File: config.mk
export PLATFORM = sky130hd
export DESIGN_NAME = radar_measurement_jacobian
export DESIGN_NICKNAME = d
export VERILOG_FILES = /design/src/hw/rtl/rmj_pkg.sv /design/src/hw/rtl/rmj_mul.sv /design/src/hw/rtl/rmj_sqrt.sv /design/src/hw/rtl/rmj_div.sv /design/src/hw/rtl/radar_measurement_jacobian.sv
export VERILOG_INCLUDE_DIRS = /design/src /design/src/hw/rtl
export SDC_FILE = /design/constraint.sdc
export NUM_CORES = 2
export LEC_CHECK = 0
export BUFFER_PORTS_ARGS = -buffer_cell sky130_fd_sc_hd__buf_2
export CORE_UTILIZATION = 35
export DETAILED_ROUTE_END_ITERATION = 6
export GPL_TIMING_DRIVEN = 0
export PLACE_DENSITY_LB_ADDON = 0.15
export SYNTH_ARGS = -nofsm -noshare
export SYNTH_HDL_FRONTEND = slang
export SYNTH_HIERARCHICAL = 1
export SYNTH_SLANG_ARGS = --single-unit
File: constraint.sdc
create_clock -name clock -period 18.45 [get_ports clock]
set_input_delay 1.845 -clock clock [delete_from_list [all_inputs] [get_ports clock]]
set_output_delay 1.845 -clock clock [all_outputs]
set_load 0.02 [all_outputs]
File: src/hw/rtl/radar_measurement_jacobian_defines.svh
// assertion macros for the radar measurement jacobian block
`ifndef RADAR_MEASUREMENT_JACOBIAN_DEFINES_SVH
`define RADAR_MEASUREMENT_JACOBIAN_DEFINES_SVH
`ifndef ASSERT_OFF
// same-cycle implication
`define ASSERT_IMPLY(label, clk, rst, ante, cons) \
   label: assert property (@(posedge clk) disable iff (rst) (ante) |-> (cons)) \
      else $error("assertion failed: same-cycle implication");
// next-cycle implication
`define ASSERT_NEXT(label, clk, rst, ante, cons) \
   label: assert property (@(posedge clk) disable iff (rst) (ante) |=> (cons)) \
      else $error("assertion failed: next-cycle implication");
`else
`define ASSERT_IMPLY(label, clk, rst, ante, cons)
`define ASSERT_NEXT(label, clk, rst, ante, cons)
`endif
`endif

File: src/hw/rtl/rmj_pkg.sv
`timescale 1ns / 1ps
// ----------------------------------------------------------------------------
// rmj_pkg
// Types, constants and helpers shared by the radar measurement jacobian block.
// ----------------------------------------------------------------------------
package rmj_pkg;

   localparam logic [30:0] MIN_SQ_RESET = 31'd7;
   localparam int MUL_STEPS  = 32;
   localparam int SQRT_STEPS = 32;
   localparam int DIV_STEPS  = 33;
   localparam logic [2:0] LAST_ENTRY = 3'd5;

   typedef struct packed {
      logic signed [31:0] pos_x;
      logic signed [31:0] pos_y;
      logic signed [31:0] vel_x;
      logic signed [31:0] vel_y;
   } req_type;

   typedef struct packed {
      logic signed [31:0] d_range_d_px;
      logic signed [31:0] d_range_d_py;
      logic signed [31:0] d_bearing_d_px;
      logic signed [31:0] d_bearing_d_py;
      logic signed [31:0] d_rate_d_px;
      logic signed [31:0] d_rate_d_py;
      logic               held;
   } rsp_type;

   typedef enum logic [3:0] {
      ST_IDLE,
      ST_SQ_X,
      ST_SQ_Y,
      ST_CHECK,
      ST_SQRT,
      ST_MUL_A,
      ST_MUL_B,
      ST_MUL_C3,
      ST_MUL_NX,
      ST_MUL_NY,
      ST_DIV,
      ST_DONE
   } rmj_state_type;

   typedef struct packed {
      logic mul_start;
      logic sqrt_start;
      logic div_start;
   } rmj_ctl_type;

   // magnitude of a two's complement word
   function automatic logic [31:0] mag32(input logic [31:0] v);
      logic [31:0] r;
      r = v[31] ? (32'd0 - v) : v;
      return r;
   endfunction

endpackage

File: src/hw/rtl/rmj_mul.sv
`timescale 1ns / 1ps
// ----------------------------------------------------------------------------
// rmj_mul
// Bit-serial shift-add multiplier: 64-bit multiplicand, 32-bit multiplier,
// one multiplier bit per cycle, 96-bit product.
// ----------------------------------------------------------------------------
module rmj_mul (
   input  logic        clock,
   input  logic        reset,
   input  logic        start,
   input  logic [63:0] mcand,
   input  logic [31:0] mplier,
   output logic        done,
   output logic [95:0] prod
);
   import rmj_pkg::*;

   logic        busy_ff, busy_in;
   logic        done_ff, done_in;
   logic [4:0]  cnt_ff, cnt_in;
   logic [95:0] prod_ff, prod_in;
   logic [63:0] mcand_ff, mcand_in;
   logic [64:0] sum;

   // add the multiplicand into the upper 64 bits when the low bit is set
   always_comb begin
      sum = {1'b0, prod_ff[95:32]} + (prod_ff[0] ? {1'b0, mcand_ff} : 65'd0);
      busy_in  = busy_ff;
      done_in  = 1'b0;
      cnt_in   = cnt_ff;
      prod_in  = prod_ff;
      mcand_in = mcand_ff;
      if (start) begin
         busy_in  = 1'b1;
         cnt_in   = 5'd0;
         prod_in  = {64'd0, mplier};
         mcand_in = mcand;
      end else if (busy_ff) begin
         prod_in = {sum, prod_ff[31:1]};
         cnt_in  = cnt_ff + 5'd1;
         if (cnt_ff == 5'(MUL_STEPS - 1)) begin
            busy_in = 1'b0;
            done_in = 1'b1;
         end
      end
   end

   // control
   always_ff @(posedge clock) begin
      if (reset) begin
         busy_ff <= 1'b0;
         done_ff <= 1'b0;
         cnt_ff  <= 5'd0;
      end else begin
         busy_ff <= busy_in;
         done_ff <= done_in;
         cnt_ff  <= cnt_in;
      end
   end

   // data
   always_ff @(posedge clock) begin
      prod_ff  <= prod_in;
      mcand_ff <= mcand_in;
   end

   assign done = done_ff;
   assign prod = prod_ff;

endmodule

File: src/hw/rtl/rmj_sqrt.sv
`timescale 1ns / 1ps
// ----------------------------------------------------------------------------
// rmj_sqrt
// Restoring integer square root, two radicand bits per cycle,
// floor of the root of a 64-bit value.
// ----------------------------------------------------------------------------
module rmj_sqrt (
   input  logic        clock,
   input  logic        reset,
   input  logic        start,
   input  logic [63:0] radicand,
   output logic        done,
   output logic [31:0] root
);
   import rmj_pkg::*;

   logic        busy_ff, busy_in;
   logic        done_ff, done_in;
   logic [4:0]  cnt_ff, cnt_in;
   logic [63:0] rad_ff, rad_in;
   logic [32:0] rem_ff, rem_in;
   logic [31:0] root_ff, root_in;
   logic [34:0] shifted;
   logic [34:0] trial;
   logic        fits;

   // one root bit per step
   always_comb begin
      shifted = {rem_ff, rad_ff[63:62]};
      trial   = {1'b0, root_ff, 2'b01};
      fits    = (shifted >= trial);
      busy_in = busy_ff;
      done_in = 1'b0;
      cnt_in  = cnt_ff;
      rad_in  = rad_ff;
      rem_in  = rem_ff;
      root_in = root_ff;
      if (start) begin
         busy_in = 1'b1;
         cnt_in  = 5'd0;
         rad_in  = radicand;
         rem_in  = 33'd0;
         root_in = 32'd0;
      end else if (busy_ff) begin
         rad_in  = {rad_ff[61:0], 2'b00};
         rem_in  = fits ? 33'(shifted - trial) : shifted[32:0];
         root_in = {root_ff[30:0], fits};
         cnt_in  = cnt_ff + 5'd1;
         if (cnt_ff == 5'(SQRT_STEPS - 1)) begin
            busy_in = 1'b0;
            done_in = 1'b1;
         end
      end
   end

   // control
   always_ff @(posedge clock) begin
      if (reset) begin
         busy_ff <= 1'b0;
         done_ff <= 1'b0;
         cnt_ff  <= 5'd0;
      end else begin
         busy_ff <= busy_in;
         done_ff <= done_in;
         cnt_ff  <= cnt_in;
      end
   end

   // data
   always_ff @(posedge clock) begin
      rad_ff  <= rad_in;
      rem_ff  <= rem_in;
      root_ff <= root_in;
   end

   assign done = done_ff;
   assign root = root_ff;

endmodule

File: src/hw/rtl/rmj_div.sv
`timescale 1ns / 1ps
// ----------------------------------------------------------------------------
// rmj_div
// Restoring divider, one quotient bit per cycle. Gives the signed Q16.16
// quotient of two magnitudes, truncated and saturated to 32 bits.
// ----------------------------------------------------------------------------
module rmj_div (
   input  logic         clock,
   input  logic         reset,
   input  logic         start,
   input  logic [127:0] num,
   input  logic [95:0]  den,
   input  logic         neg,
   output logic         done,
   output logic [31:0]  quo
);
   import rmj_pkg::*;

   logic        busy_ff, busy_in;
   logic        done_ff, done_in;
   logic [5:0]  cnt_ff, cnt_in;
   logic [95:0] pr_ff, pr_in;
   logic [32:0] low_ff, low_in;
   logic [32:0] q_ff, q_in;
   logic [95:0] den_ff, den_in;
   logic        sat_ff, sat_in;
   logic        neg_ff, neg_in;
   logic [96:0] shifted;
   logic        fits;
   logic [32:0] limit;
   logic [32:0] mag;

   // quotient at or above 2^33 is flagged up front, then 33 bits are developed
   always_comb begin
      shifted = {pr_ff, low_ff[32]};
      fits    = (shifted >= {1'b0, den_ff});
      busy_in = busy_ff;
      done_in = 1'b0;
      cnt_in  = cnt_ff;
      pr_in   = pr_ff;
      low_in  = low_ff;
      q_in    = q_ff;
      den_in  = den_ff;
      sat_in  = sat_ff;
      neg_in  = neg_ff;
      if (start) begin
         busy_in = 1'b1;
         cnt_in  = 6'd0;
         pr_in   = {1'b0, num[127:33]};
         low_in  = num[32:0];
         q_in    = 33'd0;
         den_in  = den;
         sat_in  = ({1'b0, num[127:33]} >= den);
         neg_in  = neg;
      end else if (busy_ff) begin
         pr_in  = fits ? 96'(shifted - {1'b0, den_ff}) : shifted[95:0];
         low_in = {low_ff[31:0], 1'b0};
         q_in   = {q_ff[31:0], fits};
         cnt_in = cnt_ff + 6'd1;
         if (cnt_ff == 6'(DIV_STEPS - 1)) begin
            busy_in = 1'b0;
            done_in = 1'b1;
         end
      end
   end

   // saturate and apply sign
   always_comb begin
      limit = neg_ff ? 33'h0_8000_0000 : 33'h0_7FFF_FFFF;
      mag   = (sat_ff || (q_ff > limit)) ? limit : q_ff;
      quo   = neg_ff ? (32'd0 - mag[31:0]) : mag[31:0];
   end

   // control
   always_ff @(posedge clock) begin
      if (reset) begin
         busy_ff <= 1'b0;
         done_ff <= 1'b0;
         cnt_ff  <= 6'd0;
      end else begin
         busy_ff <= busy_in;
         done_ff <= done_in;
         cnt_ff  <= cnt_in;
      end
   end

   // data
   always_ff @(posedge clock) begin
      pr_ff  <= pr_in;
      low_ff <= low_in;
      q_ff   <= q_in;
      den_ff <= den_in;
      sat_ff <= sat_in;
      neg_ff <= neg_in;
   end

   assign done = done_ff;

endmodule

File: src/hw/rtl/radar_measurement_jacobian.sv
`timescale 1ns / 1ps
// ----------------------------------------------------------------------------
// radar_measurement_jacobian
// Radar measurement Jacobian of a tracked state, bit-serial arithmetic.
// ----------------------------------------------------------------------------
// One state beat goes in, one Jacobian beat comes out. The block works on one
// beat at a time: a normal update runs seven serial multiplies, a serial square
// root and six serial divisions that share one multiplier and one divider. When
// the squared range is zero or below min_squared_range, the stored Jacobian is
// repeated with held set. A finished beat waits in the output register while
// the next state beat is taken. Write csr_wr_data only while the block is idle.
module radar_measurement_jacobian (
   input  logic             clock,
   input  logic             reset,
   input  logic             csr_wr_en,
   input  logic [30:0]      csr_wr_data,
   input  logic             req_valid,
   output logic             req_stall,
   input  rmj_pkg::req_type req_data,
   output logic             rsp_valid,
   input  logic             rsp_stall,
   output rmj_pkg::rsp_type rsp_data
);
   import rmj_pkg::*;
`include "radar_measurement_jacobian_defines.svh"

   rmj_state_type state_ff, state_in;
   rmj_ctl_type   ctl;
   logic          launched_ff, launched_in;
   logic [30:0]   min_ff;
   req_type       in_ff;
   logic [31:0]   ax_ff, ay_ff;
   logic [63:0]   c_ff, p1_ff, ad_ff;
   logic          s1_ff, dneg_ff, held_ff;
   logic [31:0]   s_ff;
   logic [95:0]   c3_ff, nx_ff, ny_ff;
   logic [31:0]   jac_ff [6];
   logic [2:0]    div_idx_ff;
   rsp_type       rsp_ff;
   logic          rsp_valid_ff;

   logic          mul_done, sqrt_done, div_done, unit_done;
   logic [63:0]   mul_a;
   logic [31:0]   mul_b;
   logic [95:0]   mul_p;
   logic [31:0]   sqrt_root;
   logic [127:0]  div_num;
   logic [95:0]   div_den;
   logic          div_neg;
   logic [31:0]   div_quo;
   logic          small_range;
   logic          capture;
   logic          load_rsp;
   logic          mul_state;
   logic [64:0]   d_val;
   logic          s2;

   assign unit_done   = mul_done | sqrt_done | div_done;
   assign capture     = launched_ff && unit_done;
   assign small_range = (c_ff == 64'd0) || (c_ff < {17'd0, min_ff, 16'd0});
   assign mul_state   = (state_ff == ST_SQ_X) || (state_ff == ST_SQ_Y) ||
                        (state_ff == ST_MUL_A) || (state_ff == ST_MUL_B) ||
                        (state_ff == ST_MUL_C3) || (state_ff == ST_MUL_NX) ||
                        (state_ff == ST_MUL_NY);

   // next state
   always_comb begin
      state_in = state_ff;
      case (state_ff)
         ST_IDLE:   if (req_valid) state_in = ST_SQ_X;
         ST_SQ_X:   if (capture) state_in = ST_SQ_Y;
         ST_SQ_Y:   if (capture) state_in = ST_CHECK;
         ST_CHECK:  state_in = small_range ? ST_DONE : ST_SQRT;
         ST_SQRT:   if (capture) state_in = ST_MUL_A;
         ST_MUL_A:  if (capture) state_in = ST_MUL_B;
         ST_MUL_B:  if (capture) state_in = ST_MUL_C3;
         ST_MUL_C3: if (capture) state_in = ST_MUL_NX;
         ST_MUL_NX: if (capture) state_in = ST_MUL_NY;
         ST_MUL_NY: if (capture) state_in = ST_DIV;
         ST_DIV:    if (capture && (div_idx_ff == LAST_ENTRY)) state_in = ST_DONE;
         ST_DONE:   if (!rsp_valid_ff || !rsp_stall) state_in = ST_IDLE;
         default:   state_in = ST_IDLE;
      endcase
   end

   // unit launch controls
   always_comb begin
      ctl.mul_start  = mul_state && !launched_ff;
      ctl.sqrt_start = (state_ff == ST_SQRT) && !launched_ff;
      ctl.div_start  = (state_ff == ST_DIV) && !launched_ff;
      launched_in    = (ctl.mul_start || ctl.sqrt_start || ctl.div_start) ||
                       (launched_ff && !unit_done);
      load_rsp       = (state_ff == ST_DONE) && (!rsp_valid_ff || !rsp_stall);
   end

   // multiplier operands per step
   always_comb begin
      case (state_ff)
         ST_SQ_X:   begin mul_a = {32'd0, ax_ff};            mul_b = ax_ff;            end
         ST_SQ_Y:   begin mul_a = {32'd0, ay_ff};            mul_b = ay_ff;            end
         ST_MUL_A:  begin mul_a = {32'd0, mag32(in_ff.vel_x)}; mul_b = ay_ff;          end
         ST_MUL_B:  begin mul_a = {32'd0, mag32(in_ff.vel_y)}; mul_b = ax_ff;          end
         ST_MUL_C3: begin mul_a = c_ff;                      mul_b = s_ff;             end
         ST_MUL_NX: begin mul_a = ad_ff;                     mul_b = ax_ff;            end
         ST_MUL_NY: begin mul_a = ad_ff;                     mul_b = ay_ff;            end
         default:   begin mul_a = 64'd0;                     mul_b = 32'd0;            end
      endcase
   end

   // divider operands per entry
   always_comb begin
      case (div_idx_ff)
         3'd0: begin
            div_num = {80'd0, ax_ff, 16'd0};
            div_den = {64'd0, s_ff};
            div_neg = in_ff.pos_x[31];
         end
         3'd1: begin
            div_num = {80'd0, ay_ff, 16'd0};
            div_den = {64'd0, s_ff};
            div_neg = in_ff.pos_y[31];
         end
         3'd2: begin
            div_num = {64'd0, ay_ff, 32'd0};
            div_den = {32'd0, c_ff};
            div_neg = !in_ff.pos_y[31] && (in_ff.pos_y != 32'sd0);
         end
         3'd3: begin
            div_num = {64'd0, ax_ff, 32'd0};
            div_den = {32'd0, c_ff};
            div_neg = in_ff.pos_x[31];
         end
         3'd4: begin
            div_num = {16'd0, ny_ff, 16'd0};
            div_den = c3_ff;
            div_neg = (ad_ff != 64'd0) && (in_ff.pos_y[31] != dneg_ff);
         end
         3'd5: begin
            div_num = {16'd0, nx_ff, 16'd0};
            div_den = c3_ff;
            div_neg = (ad_ff != 64'd0) && (in_ff.pos_x[31] == dneg_ff);
         end
         default: begin
            div_num = 128'd0;
            div_den = 96'd1;
            div_neg = 1'b0;
         end
      endcase
   end

   // signed cross term vx*py - vy*px from the two magnitudes
   always_comb begin
      s2    = in_ff.vel_y[31] ^ in_ff.pos_x[31];
      d_val = (s1_ff ? (65'd0 - {1'b0, p1_ff}) : {1'b0, p1_ff}) -
              (s2 ? (65'd0 - {1'b0, mul_p[63:0]}) : {1'b0, mul_p[63:0]});
   end

   rmj_mul u_mul (
      .clock  (clock),
      .reset  (reset),
      .start  (ctl.mul_start),
      .mcand  (mul_a),
      .mplier (mul_b),
      .done   (mul_done),
      .prod   (mul_p)
   );

   rmj_sqrt u_sqrt (
      .clock    (clock),
      .reset    (reset),
      .start    (ctl.sqrt_start),
      .radicand (c_ff),
      .done     (sqrt_done),
      .root     (sqrt_root)
   );

   rmj_div u_div (
      .clock (clock),
      .reset (reset),
      .start (ctl.div_start),
      .num   (div_num),
      .den   (div_den),
      .neg   (div_neg),
      .done  (div_done),
      .quo   (div_quo)
   );

   // control registers, stored jacobian and output beat valid
   always_ff @(posedge clock) begin
      if (reset) begin
         state_ff     <= ST_IDLE;
         launched_ff  <= 1'b0;
         min_ff       <= MIN_SQ_RESET;
         div_idx_ff   <= 3'd0;
         rsp_valid_ff <= 1'b0;
         for (int i = 0; i < 6; i++) jac_ff[i] <= 32'd0;
      end else begin
         state_ff    <= state_in;
         launched_ff <= launched_in;
         if (csr_wr_en) min_ff <= csr_wr_data;
         if ((state_ff == ST_DIV) && capture) begin
            jac_ff[div_idx_ff] <= div_quo;
            div_idx_ff <= (div_idx_ff == LAST_ENTRY) ? 3'd0 : div_idx_ff + 3'd1;
         end
         if (load_rsp) rsp_valid_ff <= 1'b1;
         else if (!rsp_stall) rsp_valid_ff <= 1'b0;
      end
   end

   // datapath captures
   always_ff @(posedge clock) begin
      if ((state_ff == ST_IDLE) && req_valid) begin
         in_ff <= req_data;
         ax_ff <= mag32(req_data.pos_x);
         ay_ff <= mag32(req_data.pos_y);
      end
      if (capture) begin
         case (state_ff)
            ST_SQ_X:   c_ff  <= mul_p[63:0];
            ST_SQ_Y:   c_ff  <= c_ff + mul_p[63:0];
            ST_SQRT:   s_ff  <= sqrt_root;
            ST_MUL_A: begin
               p1_ff <= mul_p[63:0];
               s1_ff <= in_ff.vel_x[31] ^ in_ff.pos_y[31];
            end
            ST_MUL_B: begin
               dneg_ff <= d_val[64];
               ad_ff   <= d_val[64] ? 64'(65'd0 - d_val) : d_val[63:0];
            end
            ST_MUL_C3: c3_ff <= mul_p;
            ST_MUL_NX: nx_ff <= mul_p;
            ST_MUL_NY: ny_ff <= mul_p;
            default: ;
         endcase
      end
      if (state_ff == ST_CHECK) held_ff <= small_range;
      if (load_rsp) begin
         rsp_ff.d_range_d_px   <= jac_ff[0];
         rsp_ff.d_range_d_py   <= jac_ff[1];
         rsp_ff.d_bearing_d_px <= jac_ff[2];
         rsp_ff.d_bearing_d_py <= jac_ff[3];
         rsp_ff.d_rate_d_px    <= jac_ff[4];
         rsp_ff.d_rate_d_py    <= jac_ff[5];
         rsp_ff.held           <= held_ff;
      end
   end

   assign req_stall = (state_ff != ST_IDLE);
   assign rsp_valid = rsp_valid_ff;
   assign rsp_data  = rsp_ff;

   // checks
   `ASSERT_NEXT(a_zero_range_held, clock, reset, (state_ff == ST_CHECK) && (c_ff == 64'd0), (state_ff == ST_DONE) && held_ff)
   `ASSERT_IMPLY(a_done_only_launched, clock, reset, unit_done, launched_ff)
   `ASSERT_IMPLY(a_div_idx_rests, clock, reset, state_ff != ST_DIV, div_idx_ff == 3'd0)

endmodule
# == Word level (Yosys, flattened, before mapping) ==
# Memory sizes are Yosys's and may differ from the RTL's. A register that Yosys moved wholly into a read port is not among the register bits.
# Index checks and enable logic that the tools add are counted.
# op_classes
n_addsub,17
order_cmp,5
n_eq_ne,33
muxes,63
n_bitwise,7
reduce_logical,61
# ops
cell,n
112-bit one-hot mux with 6 select lines,1
64-bit one-hot mux with 6 select lines,1
96-bit one-hot mux with 3 select lines,1
32-bit two-way mux,8
64-bit two-way mux,4
95-bit two-way mux,2
"1-bit by 32-bit subtractor with 32-bit output, first input constant",5
65-bit two-way mux,2
"1-bit by 64-bit subtractor with 65-bit output, first input constant",2
64-bit one-hot mux with 2 select lines,1
33-bit two-way mux,3
97-bit by 96-bit >= comparator with 1-bit output,1
79-bit by 96-bit >= comparator with 1-bit output,1
96-bit two-way mux,1
32-bit one-hot mux with 3 select lines,1
96-bit subtractor,1
64-bit by 64-bit adder with 65-bit output,1
65-bit subtractor,1
64-bit adder,1
64-bit zero test,1
64-bit by 47-bit < comparator with 1-bit output,1
64-bit nonzero test,1
"1-bit by 64-bit subtractor with 64-bit output, first input constant",1
31-bit two-way mux,2
40 further kinds,142
# totals
register_bits,1319
mem_bits_rw,192
inputBits,164
out_inout_bits,195
word_cells,233
n_memories,1
# memory_table
name,words,width,read_ports,rd_clocked_by_memory_dff,wr,line,rtl
jac_ff,6,32,6,6,6,radar_measurement_jacobian.sv:37,logic [31:0] jac_ff [6];

# == Depth between registers and ports, before layout ==
# depth
depth_word,11
mapped_depth,28

# == Cells and area by module ==
# The synthesis kept the hierarchy.
# by_module_without_submodules
module,n_inst,cells_each,area_each_um2,seq_area_each_um2
radar_measurement_jacobian,1,4662,55758.5,32631.3
rmj_div,1,2418,21734.6,7627.3
rmj_mul,1,934,9620.5,4304.1
rmj_sqrt,1,756,7726.2,3363.2

# == Least setup slack after synthesis ==
# Ideal clock, no wire load.
# synth_timing
kind,register to register
from,reg state_ff[1]
to,reg u_mul.prod_ff[0] (netlist: u_mul/prod[0]) (enable)
setup_time_ns,0.387
arrival_time_ns,12.451
setup_slack_ns,5.612
path_stages_with_launch,8
path_buffers,3
period_less_slack_ns,12.838
path_cell_list,dfxtp_1 clkbuf_1 or2_2 a2111oi_0 clkbuf_1 nor2_1 clkbuf_1 inv_1
# synth_lines
element,line,rtl
"start, declared",radar_measurement_jacobian.sv:27,"rmj_state_type state_ff, state_in;"
"start signal, assigned",radar_measurement_jacobian.sv:198,state_ff <= state_in;
"end signal, assigned",rmj_mul.sv:63,prod_ff <= prod_in;
"end, declared",rmj_mul.sv:21,"logic [95:0] prod_ff, prod_in;"

==> qor.csv <==
metric,value,unit
status,"complete, but fails checks",
violations,DRC,
yosys.area.top_type,edfxtp_1,
fin_nets,10115,
critPathRequiredTime,19190,ps
grt_max_degree,80,
ys_seq_area_share,50.5,%
grt_remaining_overflow,0,
synth_mux_area_share,5.64,%
ys_types,126,
post_cts_resized,0,
fp.dieH,523,um
synth_most_common_cell,edfxtp_1,
drt-total-wl,372000,um
ys_ff_latch,1671,
postCtsSetupBuffers,0,
synth_async_sr_flop_share,0,%
route.detailed.drc,9,
viasPerCell,5.70,
synth_top_area_share,45.8,%
grt_first_pass_wirelength,520000,um
synth_top_family_by_area,compound AO/OA/AOI/OAI gates,
antenna_found_initial,29,
postPlaceCellArea,102000,um2
dieArea,273000,um2
dr.pass1.iters,7,
rr_worst_depth,26,
yosys.area_share.simple,12.8,%
drt_iter0_drc,8214,
worst-setup-path-type,register to register,
cts_tree,built,
synth_compound_area_share,15.2,%
top_layer_used,met5,
dp_hpwl,291000,um
numCtsBuffers,196,
yosys-top-cells-count,"1446 x edfxtp_1, 685 x nor2_1, 638 x nand2_1",
period_share,47.0,%
path_clk_slew,60,ps
routed-wl-met2,170000,um
netlist_area,94800,um2
finalSetupTns,0,ps
finalPower,16.0,mW
post_drt_wl_per_cell,28.3,um
worstPathArrival,9410,ps
synth_adder_area_share,6.59,%
synth.area.top_cells,"edfxtp_1 46%, ha_1 6.5%, dfxtp_1 4.7%",
vias,75093,
ys.flop_type,edfxtp_1,
h-tree-depth,4,
max-cap-violations,0,
clkLatencyLatePin,900,ps
setup.worst_path.end_class,register,
ios,359,
max_clock_freq,115,MHz
finalMaxSlewViolations,0,
setup_viol,0,
peakVddDrop,103,uV
start_kind,register,
grt_pass1_vias,71526,
clockBufferDepth,4,
antenna_left,0,
slew_headroom,4.28,%
post-route-cell-area,109000,um2
syn-mean-instance-area,10.8,um2
synth-warning-count,6,
drive_gt1_share,12.1,%
fin_cells,13169,
wirelength_met1,159000,um
tightest_slew,1440,ps
synthXorXnorAreaFrac,5.47,%
cts_hold_buf,0,
syn_inst,8770,
num_rows,190,
portBuffers,357,
syn_to_final_growth,14.8,%
min_period,8670,ps
synth_edf_count,1446,
hold_class,register to register,
routabilityCongestion,0.972,
regToRegSetupSlack,9780,ps
critPathMaxFanout,31,
p_leak,40.7,nW
hold_slack,410,ps
core_area,269000,um2
track_usage,26.4,%
root_buffer,clkbuf_16,
hold_viol,0,
wl_met3,26600,um
p_per_area,147,nW/um2
start_util,35.3,%
place_inst,12804,
die_w,523,um
skew,50.9,ps
cts_num_sinks,1671,
min_path_cells,0,
rsz0062_at_grt,false,
-- sequential cells by signal (all words and copies together), names as in the netlist, 64 cells and up --
register and count:
nx_ff 96, p1_ff 64, u_mul/mcand_ff 64, u_mul/prod 96
jac_ff 192, u_sqrt/rad_ff 64, in_ff 98, c3_ff 96
u_div/pr_ff 96, ny_ff 96, u_div/den_ff 96, ad_ff 64
c_ff 64, rsp_data 193
-- cells by family after synthesis --
family | after synthesis
AND/OR/NAND/NOR | 2462
AO/OA/AOI/OAI | 2170
flip-flops | 1671
buffers and inverters | 894
XOR/XNOR | 592
adder cells (fa/ha/maj) | 497
multiplexers | 483
other | 1
-- layer usage --
| metal | track usage [%] | up-vias |
|---|---|---|
| met5 | 0 | - |
| li1 | - | 34058 |
| met4 | 11.5 | 14 |
| met3 | 4.06 | 671 |
| met1 | 35.2 | 37204 |
| met2 | 42.4 | 3146 |
-- placed cells by master, fill, tap and decap left out, drive strengths merged, types with 51 or more instances in the layout --
cell type / instances
edfxtp: 1446
nor2: 686
nand2: 641
a21oi: 597
clkbuf: 555
buf: 542
ha: 493
inv: 479
o21ai: 471
xnor2: 397
mux2i: 261
a21o: 225
dfxtp: 225
mux2: 201
xor2: 195
and2: 187
nand4: 162
nor3: 127
nand3: 111
a22oi: 108
o31ai: 107
nor4: 99
and3: 78
nor2b: 76
or3: 76
a22o: 74
nand2b: 66
o21bai: 66
a211oi: 65
clkinv: 65
a31oi: 59
o21a: 51
-- stage by stage --
stage	setup slack, ps	util [%]
global route	9110	40.5
detailed placement	9910	38.1
finish	9780	40.5
floorplan	5610	-
global placement	-1860	37.7
CTS	9840	40.5
-- cell type report --
| class | instances | area [um2] |
|---|---|---|
| Sequential cell | 1671 | 47900 |
| Buffer | 421 | 1770 |
| Fill cell | 26102 | 160000 |
| Inverter | 473 | 1780 |
| Clock buffer | 237 | 5160 |
| Clock inverter | 114 | 1250 |
| Tap cell | 3552 | 4440 |
| Multi-Input combinational cell | 6252 | 43700 |
| Timing Repair Buffer | 439 | 2850 |
| Antenna cell | 10 | 25.0 |
-- critical path, stage by stage (launching register included) --
cell	delay [ps]
edfxtp_1	1100
clkbuf_1	390
clkinv_1	410
clkbuf_1	410
ha_1	390
a2111oi_0	400
o21a_1	180
o21ai_0	80
a221oi_1	480
or2_2	210
clkbuf_1	200
clkbuf_1	530
a21boi_0	460
inv_1	150
ha_1	230
nand2_1	90
or3_1	350
nand2b_1	190
nand2b_1	220
nor2_1	150
o21ai_0	110
o21a_1	220
a21oi_2	350
nand3_1	120
a21boi_0	650
nand2_1	250
nor2_1	160
-- worst paths after layout --
| kind | from | end |
|---|---|---|
| setup / recovery | u_div/neg_ff | jac_ff[3][30] |
| setup reg to reg | u_div/neg_ff | jac_ff[3][30] |
| hold / removal | jac_ff[2][23] | rsp_data[120] |
| hold reg to reg | jac_ff[2][23] | rsp_data[120] |
-- power breakdown --
part,internal (mW),leakage [nW],switching [mW],total [mW]
Sequential,4.84,15.2,0.804,5.64
Clock,2.29,3.07,1.65,3.94
Combinational,2.35,22.4,4.11,6.46
Total,9.48,40.7,6.56,16.0
No activity file was read; power rests on OpenSTA's default activity.
